### src/sv/arpc_pkg.sv
`timescale 1ns / 1ps
// ----------------------------------------------------------------------------
// ARP cache package
// Sizes, codes and the structs passed between the sequencer and the table.
// ----------------------------------------------------------------------------
package arpc_pkg;

  localparam int CACHE_ENTRIES = 16;
  localparam int IDX_W = (CACHE_ENTRIES > 1) ? $clog2(CACHE_ENTRIES) : 1;
  localparam int CNT_W = $clog2(CACHE_ENTRIES + 1);
  localparam logic [IDX_W-1:0] LAST_IDX = IDX_W'(CACHE_ENTRIES - 1);
  localparam logic [CNT_W-1:0] ENTRY_CNT = CNT_W'(CACHE_ENTRIES);

  localparam logic [15:0] OP_REQUEST = 16'd1;
  localparam logic [15:0] OP_REPLY   = 16'd2;

  localparam logic OPER_PACKET = 1'b0;
  localparam logic OPER_QUERY  = 1'b1;

  typedef enum logic [1:0] {
    CS_NONE     = 2'd0,
    CS_UPDATED  = 2'd1,
    CS_INSERTED = 2'd2,
    CS_FULL     = 2'd3
  } cache_status_t;

  typedef enum logic [1:0] {
    ST_IDLE,
    ST_SCAN,
    ST_DONE
  } state_t;

  typedef struct packed {
    logic             en;
    logic [IDX_W-1:0] addr;
  } tbl_rd_t;

  typedef struct packed {
    logic             en;
    logic [IDX_W-1:0] addr;
    logic [31:0]      ip;
    logic [47:0]      mac;
  } tbl_wr_t;

  typedef struct packed {
    logic        valid;
    logic [31:0] ip;
    logic [47:0] mac;
  } tbl_data_t;

endpackage

### src/sv/arpc_ifs.sv
`timescale 1ns / 1ps
// ----------------------------------------------------------------------------
// ARP cache channel interfaces
// Item, result and configuration channels with valid/ready handshakes.
// ----------------------------------------------------------------------------
interface arpc_req_if;
  logic        valid;
  logic        ready;
  logic        operation;
  logic [15:0] arp_opcode;
  logic [31:0] src_ip;
  logic [47:0] src_mac;
  logic [31:0] tgt_ip;
  logic [31:0] lookup_ip;

  modport source (
    output valid, operation, arp_opcode, src_ip, src_mac, tgt_ip, lookup_ip,
    input  ready
  );
  modport sink (
    input  valid, operation, arp_opcode, src_ip, src_mac, tgt_ip, lookup_ip,
    output ready
  );
endinterface

interface arpc_rsp_if;
  logic        valid;
  logic        ready;
  logic        send_reply;
  logic [47:0] reply_dest_mac;
  logic [31:0] reply_dest_ip;
  logic [1:0]  cache_status;
  logic        lookup_hit;
  logic [47:0] lookup_mac;

  modport source (
    output valid, send_reply, reply_dest_mac, reply_dest_ip, cache_status, lookup_hit,
           lookup_mac,
    input  ready
  );
  modport sink (
    input  valid, send_reply, reply_dest_mac, reply_dest_ip, cache_status, lookup_hit,
           lookup_mac,
    output ready
  );
endinterface

interface arpc_cfg_if;
  logic        valid;
  logic        ready;
  logic [31:0] data;

  modport source (output valid, data, input ready);
  modport sink (input valid, data, output ready);
endinterface

### src/sv/arp_responder_with_cache_core.sv
`timescale 1ns / 1ps
// ----------------------------------------------------------------------------
// ARP responder with address cache
// Answers requests for the own address and keeps a small IP/MAC cache that
// packets update and resolve queries read.
//
//   channel | dir | carries
//   req     | in  | ARP packet fields or resolve query address
//   rsp     | out | reply decision, cache status, lookup result
//   cfg     | in  | own_ip write data
//
// A scanning item reads one table entry per cycle through the single read port
// and stops at the first matching or first free entry, or after the last
// entry. A packet with an unknown opcode skips the scan. req.ready is high
// only while idle. A finished result waits in the output register while a new
// item is taken. Reset empties the cache; cfg is always ready.
// ----------------------------------------------------------------------------
module arp_responder_with_cache_core
  import arpc_pkg::*;
(
  input  logic       clk,
  input  logic       rst,
  arpc_req_if.sink   req,
  arpc_rsp_if.source rsp,
  arpc_cfg_if.sink   cfg
);

  tbl_rd_t   tbl_rd;
  tbl_wr_t   tbl_wr;
  tbl_data_t tbl_data;

  arpc_seq u_seq (
    .clk      (clk),
    .rst      (rst),
    .req      (req),
    .rsp      (rsp),
    .cfg      (cfg),
    .tbl_rd   (tbl_rd),
    .tbl_wr   (tbl_wr),
    .tbl_data (tbl_data)
  );

  arpc_table u_table (
    .clk     (clk),
    .rst     (rst),
    .rd      (tbl_rd),
    .wr      (tbl_wr),
    .rd_data (tbl_data)
  );

endmodule

### src/sv/arpc_table.sv
`timescale 1ns / 1ps
// ----------------------------------------------------------------------------
// ARP cache table
// IP/MAC entry memory with one write and one registered read port per cycle,
// plus per-entry valid flags cleared by reset.
// ----------------------------------------------------------------------------
module arpc_table
  import arpc_pkg::*;
(
  input  logic      clk,
  input  logic      rst,
  input  tbl_rd_t   rd,
  input  tbl_wr_t   wr,
  output tbl_data_t rd_data
);

  logic [31:0]              mem_ip  [CACHE_ENTRIES];
  logic [47:0]              mem_mac [CACHE_ENTRIES];
  logic [CACHE_ENTRIES-1:0] entry_valid;

  always_ff @(posedge clk) begin
    if (wr.en) begin
      mem_ip[wr.addr]  <= wr.ip;
      mem_mac[wr.addr] <= wr.mac;
    end
    if (rd.en) begin
      rd_data.ip  <= mem_ip[rd.addr];
      rd_data.mac <= mem_mac[rd.addr];
    end
    if (rst) begin
      entry_valid   <= '0;
      rd_data.valid <= 1'b0;
    end else begin
      if (wr.en) begin
        entry_valid[wr.addr] <= 1'b1;
      end
      if (rd.en) begin
        rd_data.valid <= entry_valid[rd.addr];
      end
    end
  end

endmodule

### src/sv/arpc_seq.sv
`timescale 1ns / 1ps
// ----------------------------------------------------------------------------
// ARP cache sequencer
// Takes one item, scans the table one entry per cycle through a shared address
// comparator, updates or fills a packet's entry, and registers the result.
// ----------------------------------------------------------------------------
module arpc_seq
  import arpc_pkg::*;
(
  input  logic       clk,
  input  logic       rst,
  arpc_req_if.sink   req,
  arpc_rsp_if.source rsp,
  arpc_cfg_if.sink   cfg,
  output tbl_rd_t    tbl_rd,
  output tbl_wr_t    tbl_wr,
  input  tbl_data_t  tbl_data
);

  state_t           state, state_next;
  logic [31:0]      own_ip;
  logic             is_query;
  logic             send;
  logic [31:0]      key_ip;
  logic [47:0]      key_mac;
  logic [CNT_W-1:0] rd_cnt, rd_cnt_next;
  logic             cmp_vld, cmp_vld_next;
  logic [IDX_W-1:0] cmp_idx, cmp_idx_next;
  cache_status_t    status;
  logic             hit;
  logic [47:0]      lmac;

  logic accept, scan_item, ip_match, cmp_hit, cmp_free, cmp_end, stop, issue, load_out;

  assign cfg.ready = 1'b1;
  assign req.ready = (state == ST_IDLE);
  assign accept    = req.valid && req.ready;
  assign scan_item = (req.operation == OPER_QUERY) || (req.arp_opcode == OP_REQUEST) ||
                     (req.arp_opcode == OP_REPLY);

  assign ip_match = (tbl_data.ip == key_ip);
  assign cmp_hit  = cmp_vld && tbl_data.valid && ip_match;
  assign cmp_free = cmp_vld && !tbl_data.valid;
  assign cmp_end  = cmp_vld && tbl_data.valid && !ip_match && (cmp_idx == LAST_IDX);
  assign stop     = cmp_hit || cmp_free || cmp_end;
  assign issue    = (state == ST_SCAN) && !stop && (rd_cnt < ENTRY_CNT);
  assign load_out = (state == ST_DONE) && (!rsp.valid || rsp.ready);

  assign tbl_rd.en   = issue;
  assign tbl_rd.addr = rd_cnt[IDX_W-1:0];

  assign tbl_wr.en   = (state == ST_SCAN) && !is_query && (cmp_hit || cmp_free);
  assign tbl_wr.addr = cmp_idx;
  assign tbl_wr.ip   = key_ip;
  assign tbl_wr.mac  = key_mac;

  always_comb begin
    state_next   = state;
    rd_cnt_next  = rd_cnt;
    cmp_vld_next = issue;
    cmp_idx_next = cmp_idx;
    if (issue) begin
      rd_cnt_next  = rd_cnt + CNT_W'(1);
      cmp_idx_next = rd_cnt[IDX_W-1:0];
    end
    unique case (state)
      ST_IDLE: begin
        rd_cnt_next = '0;
        if (accept) begin
          state_next = scan_item ? ST_SCAN : ST_DONE;
        end
      end
      ST_SCAN: begin
        if (stop) begin
          state_next = ST_DONE;
        end
      end
      ST_DONE: begin
        if (load_out) begin
          state_next = ST_IDLE;
        end
      end
      default: state_next = ST_IDLE;
    endcase
  end

  always_ff @(posedge clk) begin
    if (rst) begin
      state   <= ST_IDLE;
      own_ip  <= '0;
      rd_cnt  <= '0;
      cmp_vld <= 1'b0;
      rsp.valid <= 1'b0;
    end else begin
      state   <= state_next;
      rd_cnt  <= rd_cnt_next;
      cmp_vld <= cmp_vld_next;
      if (cfg.valid) begin
        own_ip <= cfg.data;
      end
      if (load_out) begin
        rsp.valid <= 1'b1;
      end else if (rsp.ready) begin
        rsp.valid <= 1'b0;
      end
    end
  end

  always_ff @(posedge clk) begin
    cmp_idx <= cmp_idx_next;
    if (accept) begin
      is_query <= req.operation;
      send     <= (req.operation == OPER_PACKET) && (req.arp_opcode == OP_REQUEST) &&
                  (req.tgt_ip == own_ip);
      key_ip   <= (req.operation == OPER_QUERY) ? req.lookup_ip : req.src_ip;
      key_mac  <= req.src_mac;
      status   <= CS_NONE;
      hit      <= 1'b0;
      lmac     <= '0;
    end else if ((state == ST_SCAN) && stop) begin
      if (is_query) begin
        hit  <= cmp_hit;
        lmac <= cmp_hit ? tbl_data.mac : 48'd0;
      end else begin
        priority if (cmp_hit) begin
          status <= CS_UPDATED;
        end else if (cmp_free) begin
          status <= CS_INSERTED;
        end else begin
          status <= CS_FULL;
        end
      end
    end
    if (load_out) begin
      rsp.send_reply     <= send;
      rsp.reply_dest_mac <= send ? key_mac : 48'd0;
      rsp.reply_dest_ip  <= send ? key_ip : 32'd0;
      rsp.cache_status   <= status;
      rsp.lookup_hit     <= hit;
      rsp.lookup_mac     <= lmac;
    end
  end

endmodule

### src/flat_wrapper.sv
// flat-port wrapper written by rule: the top's interface ports become plain ports
module arp_responder_with_cache_core_flat import arpc_pkg::*;
  (clk, rst, req_valid, req_operation, req_arp_opcode, req_src_ip, req_src_mac, req_tgt_ip, req_lookup_ip, req_ready, rsp_valid, rsp_send_reply, rsp_reply_dest_mac, rsp_reply_dest_ip, rsp_cache_status, rsp_lookup_hit, rsp_lookup_mac, rsp_ready, cfg_valid, cfg_data, cfg_ready);
  arpc_req_if req_i ();
  arpc_rsp_if rsp_i ();
  arpc_cfg_if cfg_i ();
  input  logic clk;
  input  logic rst;
  input wire logic [$bits(req_i.valid)-1:0] req_valid;
  input wire logic [$bits(req_i.operation)-1:0] req_operation;
  input wire logic [$bits(req_i.arp_opcode)-1:0] req_arp_opcode;
  input wire logic [$bits(req_i.src_ip)-1:0] req_src_ip;
  input wire logic [$bits(req_i.src_mac)-1:0] req_src_mac;
  input wire logic [$bits(req_i.tgt_ip)-1:0] req_tgt_ip;
  input wire logic [$bits(req_i.lookup_ip)-1:0] req_lookup_ip;
  output wire logic [$bits(req_i.ready)-1:0] req_ready;
  output wire logic [$bits(rsp_i.valid)-1:0] rsp_valid;
  output wire logic [$bits(rsp_i.send_reply)-1:0] rsp_send_reply;
  output wire logic [$bits(rsp_i.reply_dest_mac)-1:0] rsp_reply_dest_mac;
  output wire logic [$bits(rsp_i.reply_dest_ip)-1:0] rsp_reply_dest_ip;
  output wire logic [$bits(rsp_i.cache_status)-1:0] rsp_cache_status;
  output wire logic [$bits(rsp_i.lookup_hit)-1:0] rsp_lookup_hit;
  output wire logic [$bits(rsp_i.lookup_mac)-1:0] rsp_lookup_mac;
  input wire logic [$bits(rsp_i.ready)-1:0] rsp_ready;
  input wire logic [$bits(cfg_i.valid)-1:0] cfg_valid;
  input wire logic [$bits(cfg_i.data)-1:0] cfg_data;
  output wire logic [$bits(cfg_i.ready)-1:0] cfg_ready;
  assign req_i.valid = req_valid;
  assign req_i.operation = req_operation;
  assign req_i.arp_opcode = req_arp_opcode;
  assign req_i.src_ip = req_src_ip;
  assign req_i.src_mac = req_src_mac;
  assign req_i.tgt_ip = req_tgt_ip;
  assign req_i.lookup_ip = req_lookup_ip;
  assign req_ready = req_i.ready;
  assign rsp_valid = rsp_i.valid;
  assign rsp_send_reply = rsp_i.send_reply;
  assign rsp_reply_dest_mac = rsp_i.reply_dest_mac;
  assign rsp_reply_dest_ip = rsp_i.reply_dest_ip;
  assign rsp_cache_status = rsp_i.cache_status;
  assign rsp_lookup_hit = rsp_i.lookup_hit;
  assign rsp_lookup_mac = rsp_i.lookup_mac;
  assign rsp_i.ready = rsp_ready;
  assign cfg_i.valid = cfg_valid;
  assign cfg_i.data = cfg_data;
  assign cfg_ready = cfg_i.ready;
  arp_responder_with_cache_core u_core (.clk(clk), .rst(rst), .req(req_i), .rsp(rsp_i), .cfg(cfg_i));
endmodule
### config.mk
export PLATFORM = sky130hd
export DESIGN_NAME = arp_responder_with_cache_core_flat
export DESIGN_NICKNAME = d
export VERILOG_FILES = /design/src/sv/arpc_pkg.sv /design/src/sv/arpc_ifs.sv /design/src/sv/arp_responder_with_cache_core.sv /design/src/sv/arpc_table.sv /design/src/sv/arpc_seq.sv /design/src/flat_wrapper.sv
export SDC_FILE = /design/constraint.sdc
export NUM_CORES = 2
export LEC_CHECK = 0
export BUFFER_PORTS_ARGS = -buffer_cell sky130_fd_sc_hd__buf_2
export CORE_MARGIN = 4
export CORE_UTILIZATION = 50
export CTS_CLUSTER_DIAMETER = 150
export DETAILED_ROUTE_END_ITERATION = 7
export PLACE_DENSITY = 0.67
export SLEW_MARGIN = 25
export SYNTH_ARGS = -nofsm -noshare
export SYNTH_HDL_FRONTEND = slang
export SYNTH_HIERARCHICAL = 1
export SYNTH_SLANG_ARGS = --single-unit
### constraint.sdc
create_clock -name clk -period 9.9 [get_ports clk]
set_input_delay 1.485 -clock clk [delete_from_list [all_inputs] [get_ports clk]]
set_output_delay 1.485 -clock clk [all_outputs]
set_load 0.01 [all_outputs]
# --- After elaboration in Yosys (flattened, before gate mapping) ---
# Memory sizes are Yosys's and may differ from the RTL's. A register that Yosys moved wholly into a read port is not among the register bits.
# Index checks and enable logic that the tools add are counted.
classes:
  bitwise: 3
  addsub: 1
  mux: 17
  shifts: 0
  n_div: 0
  mul: 0
  eq_ne: 10
  reduce_logical: 31
  n_lt_le_gt_ge: 4
op_table:
  columns: ["cell", "count"]
  rows:
  - ["== test 32 bit", 2]
  - ["2-to-1 mux 48 bit", 1]
  - ["2-to-1 mux 32 bit", 1]
  - ["== test 16 x 1 -> 1 bit, second input constant", 1]
  - ["== test 16 x 2 -> 1 bit, second input constant", 1]
  - ["bitwise OR 16 bit", 1]
  - ["logical AND 1 bit", 15]
  - ["less-than comparator 4 x 5 -> 1 bit, second input constant", 2]
  - ["2-to-1 mux 2 bit", 5]
  - ["2-to-1 mux 1 bit", 7]
  - ["case mux 2 bit (3 select lines)", 1]
  - ["adder 5 x 1 -> 5 bit, second input constant", 1]
  - ["logical NOT 1 bit", 5]
  - ["logical OR 1 bit", 5]
  - ["less-than comparator 5 bit, second input constant", 1]
  - ["binary-select mux 1 bit (select 4 bit)", 1]
  - ["demux 1 bit (select 4 bit)", 1]
  - ["== test 4 bit, second input constant", 1]
  - [">= comparator 4 x 1 -> 1 bit, second input constant", 1]
  - ["!= test 2 bit, second input constant", 2]
  - ["AND reduction 2 bit", 2]
  - ["AND reduction 3 bit", 1]
  - ["== test 2 x 1 -> 1 bit, second input constant", 1]
  - ["== test 2 bit, second input constant", 1]
  - ["5 further kinds", 6]
word_totals:
  output_inout_bits: 135
  n_memories: 2
  word_cells: 89
  reg_bits: 327
  latch_bits: 0
  mem_bits_rw: 1280
  rom_bits: 0
  in_bits: 198
memory_table:
  columns: ["memory", "words", "word_bits", "rd", "rd_ports_with_merged_regs", "write_ports", "line_no", "text"]
  rows:
  - ["u_core.u_table.mem_mac", 16, 48, 1, 1, 1, "arpc_table.sv:18", "logic [47:0] mem_mac [CACHE_ENTRIES];"]
  - ["u_core.u_table.mem_ip", 16, 32, 1, 1, 1, "arpc_table.sv:17", "logic [31:0] mem_ip [CACHE_ENTRIES];"]

# --- Longest topological paths before layout ---
logic_depth:
  depth_word: 8
  mapped_depth: 11
  depth_no_buf: 9

# --- Modules after synthesis ---
# Netlist, hierarchy kept.
modules_own_cells:
  columns: ["mod", "instances", "seq_area_each_um2", "cells_each", "area_each_um2"]
  rows:
  - ["arpc_table", 1, 41179.5, 1942, 51110.3]
  - ["arpc_seq", 1, 8388.0, 843, 11932.7]

# --- Least setup slack after synthesis ---
# OpenSTA, ideal clock, no wires.
synth_timing:
  path_type: "register to register"
  startpoint: "register u_core.u_seq.key_ip[29]"
  endpoint: "memory u_core.u_table.mem_ip[0][0], enable pin"
  required_time_ps: 9281
  setup_ps: 619
  path_buffers: 0
  arrival_time_ps: 7603
  period_less_slack_ps: 8222
  stages_incl_launch_ff: 8
  slack_ps: 1678
  cell_sequence: "edfxtp_1 xor2_1 nor4_1 and4_1 nand2_1 a21oi_1 or3b_2 nor3_1"
synth_rtl:
  columns: ["item", "line_no", "text"]
  rows:
  - ["from (decl)", "arpc_seq.sv:24", "logic [31:0] key_ip;"]
  - ["from (signal assigned)", "arpc_seq.sv:115", "key_ip <= (req.operation == OPER_QUERY) ? req.lookup_ip : req.src_ip;"]
  - ["to (decl)", "arpc_table.sv:17", null]

==> summary.md <==
| Metric | Value |
|---|---|
| Post-synth EDFFs | 1578 |
| Drc violations | 0 |
| Measured slew at the worst slew-check pin | 1.08 ns |
| CP Capture Type | flop |
| Share of cells above drive strength 1 | 34.4% |
| Power share of the combinational group | 3.0% |
| Final setup violation count | 0 |
| Setup TNS | 0 ns |
| Share of async-settable or async-resettable flops after synthesis | 0% |
| Final wirelength | 142 mm |
| Critical Path Start Type | flop |
| CTS Sinks | 1687 |
| Routed len/inst | 28.5 um |
| CP max stage cell | nor4_1 |
| Clock slew at reported path FFs | 0.06 ns |
| Syn Inst Count | 2785 |
| Initial Util | 50.3% |
| Hold WC Path Type | flop to flop |
| Netlist Area Pre-Place | 0.0630 sq mm |
| Die Y | 363 um |
| Fin util | 57.5% |
| Gr usage total | 21.6% |
| Final period utilization | 56.5% |
| Top cell by count, worst path | buf_4 |
| Slew Limit Fails | 0 |
| FP Rows | 130 |
| GP Congestion | 0.871 |
| Hold Vio Cnt, Final | 0 |
| Layout Skew | 0.0278 ns |
| Clk_lat worst skew | 0.78 ns |
| Syn avg cell area | 22.6 sq um |
| NumNets Final | 3395 |
| Vias in the first global route | 30800 |
| Placed wire-length estimate | 78.4 mm |
| Pin count of the biggest net entering global routing | 128 |
| Io pins | 333 |
| CP arrival | 5.98 ns |
| Syn_nets | 2984 |
| Vias | 29700 |
| Most frequent cells in the layout | edfxtp_1, mux4_2, buf_2 |
| Min cycle time layout | 5.59 ns |
| Ys flop type | edfxtp_1 |
| Worst VDD drop | 0.180 mV |
| Sequential power share | 54.9% |
| TritonCTS Buffers | 167 |
| Post-CTS Resized | 0 |
| Via/cell ratio | 5.95 |
| Max Cap Violations | 0 |
| Max stage delay on crit path | 0.89 ns |
| RSZ-0062 raised after global routing | no |
| Buf/Inv on CP | 2 |
| Initial DRC count | 3038 |
| Sequential share of the synthesized area | 78.6% |
| Yosys warns | 6 |
| Clk pwr share | 42.2% |
| CTS Hold Bufs | 0 |
| Layout Area Growth over Synthesis | 14.4% |
| Internal | 11.7 mW |
| Htree depth | 4 |
| Status | complete, no violations |
| CTS tree | done |
| Relative slew margins | 28.0% |
| Cell variety after synth | 47 |
| Commonest non-fill, non-tap cell in the layout | edfxtp_1 |
| Die Area | 0.132 sq mm |
| Setup bufs post-CTS | 0 |
| Worst EP required | 10.29 ns |
| Clk root buf | clkbuf_16 |
| Antenna Violating Nets Remaining | 0 |
| First-pass GRT wire length | 207 mm |
| Router iterations before antenna repair | 5 |
| Global route overflow | 0 |
| CTS max path bufs | 3 |
| P_sw | 3.03 mW |
| Crit path cell chain | xor2_1 -> nor4_1 -> and4_1 -> nand2_1 -> a21oi_1 -> nand3b_1 -> nor2_4 -> buf_4 -> buf_4 |
| Crit Path Max Fanout | 31 |
| Switching share of power | 20.5% |
| Chip Width | 363 um |
| CP top delay family | simple AND/OR/NAND/NOR gates |
| Initial antenna violation count | 9 |
| Peak Freq | 0.179 GHz |
| Synth Register Bits | 1687 |
| Leakage | 23.0 nW |
| Pwr dens | 205 mW/mm^2 |
| Core footprint | 0.125 sq mm |
| Buffers on Ports | 331 |
| Crit Path Class | flop to flop |
-- layer usage --
layer  wire length [um]  up-vias  global-route usage [%]
met1              55800    15700                    29.2
met3              11300      230                    4.84
li1                   -    12400                       -
met5                 57        -                       0
met4               3590        8                    6.32
met2              71300     1321                    35.8
-- cell usage after synthesis (5+ instances only) --
library cell	n	area share (%)
buf_1	9	0.054
nand2b_1	5	0.050
and2_1	81	0.80
mux2_2	32	0.57
clkbuf_1	72	0.43
xor2_1	61	0.85
nor2_1	88	0.52
edfxtp_1	1578	75
or3_1	5	0.050
dfxtp_1	109	3.5
a21oi_1	56	0.44
mux4_2	402	14
nand4_1	7	0.069
a31o_2	48	0.67
nor4_1	19	0.19
buf_6	15	0.27
mux2i_1	40	0.64
nor3_1	5	0.040
buf_2	23	0.18
nand2_1	60	0.36
buf_4	27	0.32
-- power groups by stage --
stage,sequential [mW],combinational [mW],clock (mW)
2_1_floorplan,8.20,0.271,0
3_3_place_gp,8.23,0.436,0
3_5_place_dp,8.25,0.444,0
4_1_cts,8.10,0.446,6.37
5_1_grt,8.12,0.470,6.69
6_report,8.10,0.436,6.22
-- worst register-to-register path, cell delays in order, from the launching register on --
cell	delay [ns]
edfxtp_1	0.62
xor2_1	0.28
nor4_1	0.89
and4_1	0.40
nand2_1	0.15
a21oi_1	0.30
nand3b_1	0.35
nor2_4	0.87
buf_4	0.65
buf_4	0.67
-- area by class of cell --
class / instances / area, sq um
inverters: 2 / 12.5
fillers: 8924 / 53300
flip-flops and latches: 1687 / 49600
well taps: 1650 / 2060
clock inverters: 89 / 886
multi-input cells: 950 / 12800
diodes: 1 / 2.50
repair buffers: 388 / 2180
clock buffers: 221 / 4580
-- registers in the layout (all words and copies together), names as in the netlist, 4 cells and up --
| signal | flops |
|---|---|
| u_core/u_table/mem_mac | 768 |
| u_core/u_table/rd_data | 81 |
| u_core/u_seq/rsp.lookup_mac | 48 |
| u_core/u_seq/rd_cnt | 5 |
| u_core/u_table/mem_ip | 512 |
| u_core/u_seq/rsp.reply_dest_ip | 32 |
| u_core/u_table/entry_valid | 16 |
| u_core/u_seq/key_mac | 48 |
| u_core/u_seq/key_ip | 32 |
| u_core/u_seq/own_ip | 32 |
| u_core/u_seq/lmac | 48 |
| u_core/u_seq/cmp_idx | 4 |
| u_core/u_seq/rsp.reply_dest_mac | 48 |
-- stage by stage --
stage	power, mW	setup WS [ns]	instances	hold slack, ns	instance area, sq um
2_1_floorplan	8.47	1.68	2785	0.408	63000
3_3_place_gp	8.67	4.48	4675	0.416	66600
3_5_place_dp	8.70	4.31	4677	0.416	66700
4_1_cts	14.9	4.26	4987	0.429	72100
5_1_grt	15.3	4.13	4988	0.437	72100
6_report	14.8	4.31	4988	0.430	72100
-- path summary, 6_finish.rpt --
path	startpoint	endpoint	slack (ns)	depth (start not counted)
worst max-delay path	u_core/u_seq/key_ip[28]	u_core/u_table/mem_ip[13][8]	4.31	9
worst min-delay path	u_core/u_seq/lmac[1]	u_core/u_seq/rsp.lookup_mac[1]	0.43	0
worst max register to register	u_core/u_seq/key_ip[28]	u_core/u_table/mem_ip[13][8]	4.31	9
worst min register to register	u_core/u_seq/lmac[1]	u_core/u_seq/rsp.lookup_mac[1]	0.43	0
-- cell families after synthesis --
group / Yosys count / synth area share [%]
xor gates and xnor gates: 65 / 0.903
AOI/OAI and AO/OA: 119 / 1.31
adders and majority gates: 1 / 0.0198
muxes: 474 / 15.6
other: 1 / 0.00595
buffers and inverters: 148 / 1.27
DFF: 1687 / 78.6
and+or+nand+nor: 290 / 2.31
No activity file was read; power rests on OpenSTA's default activity.
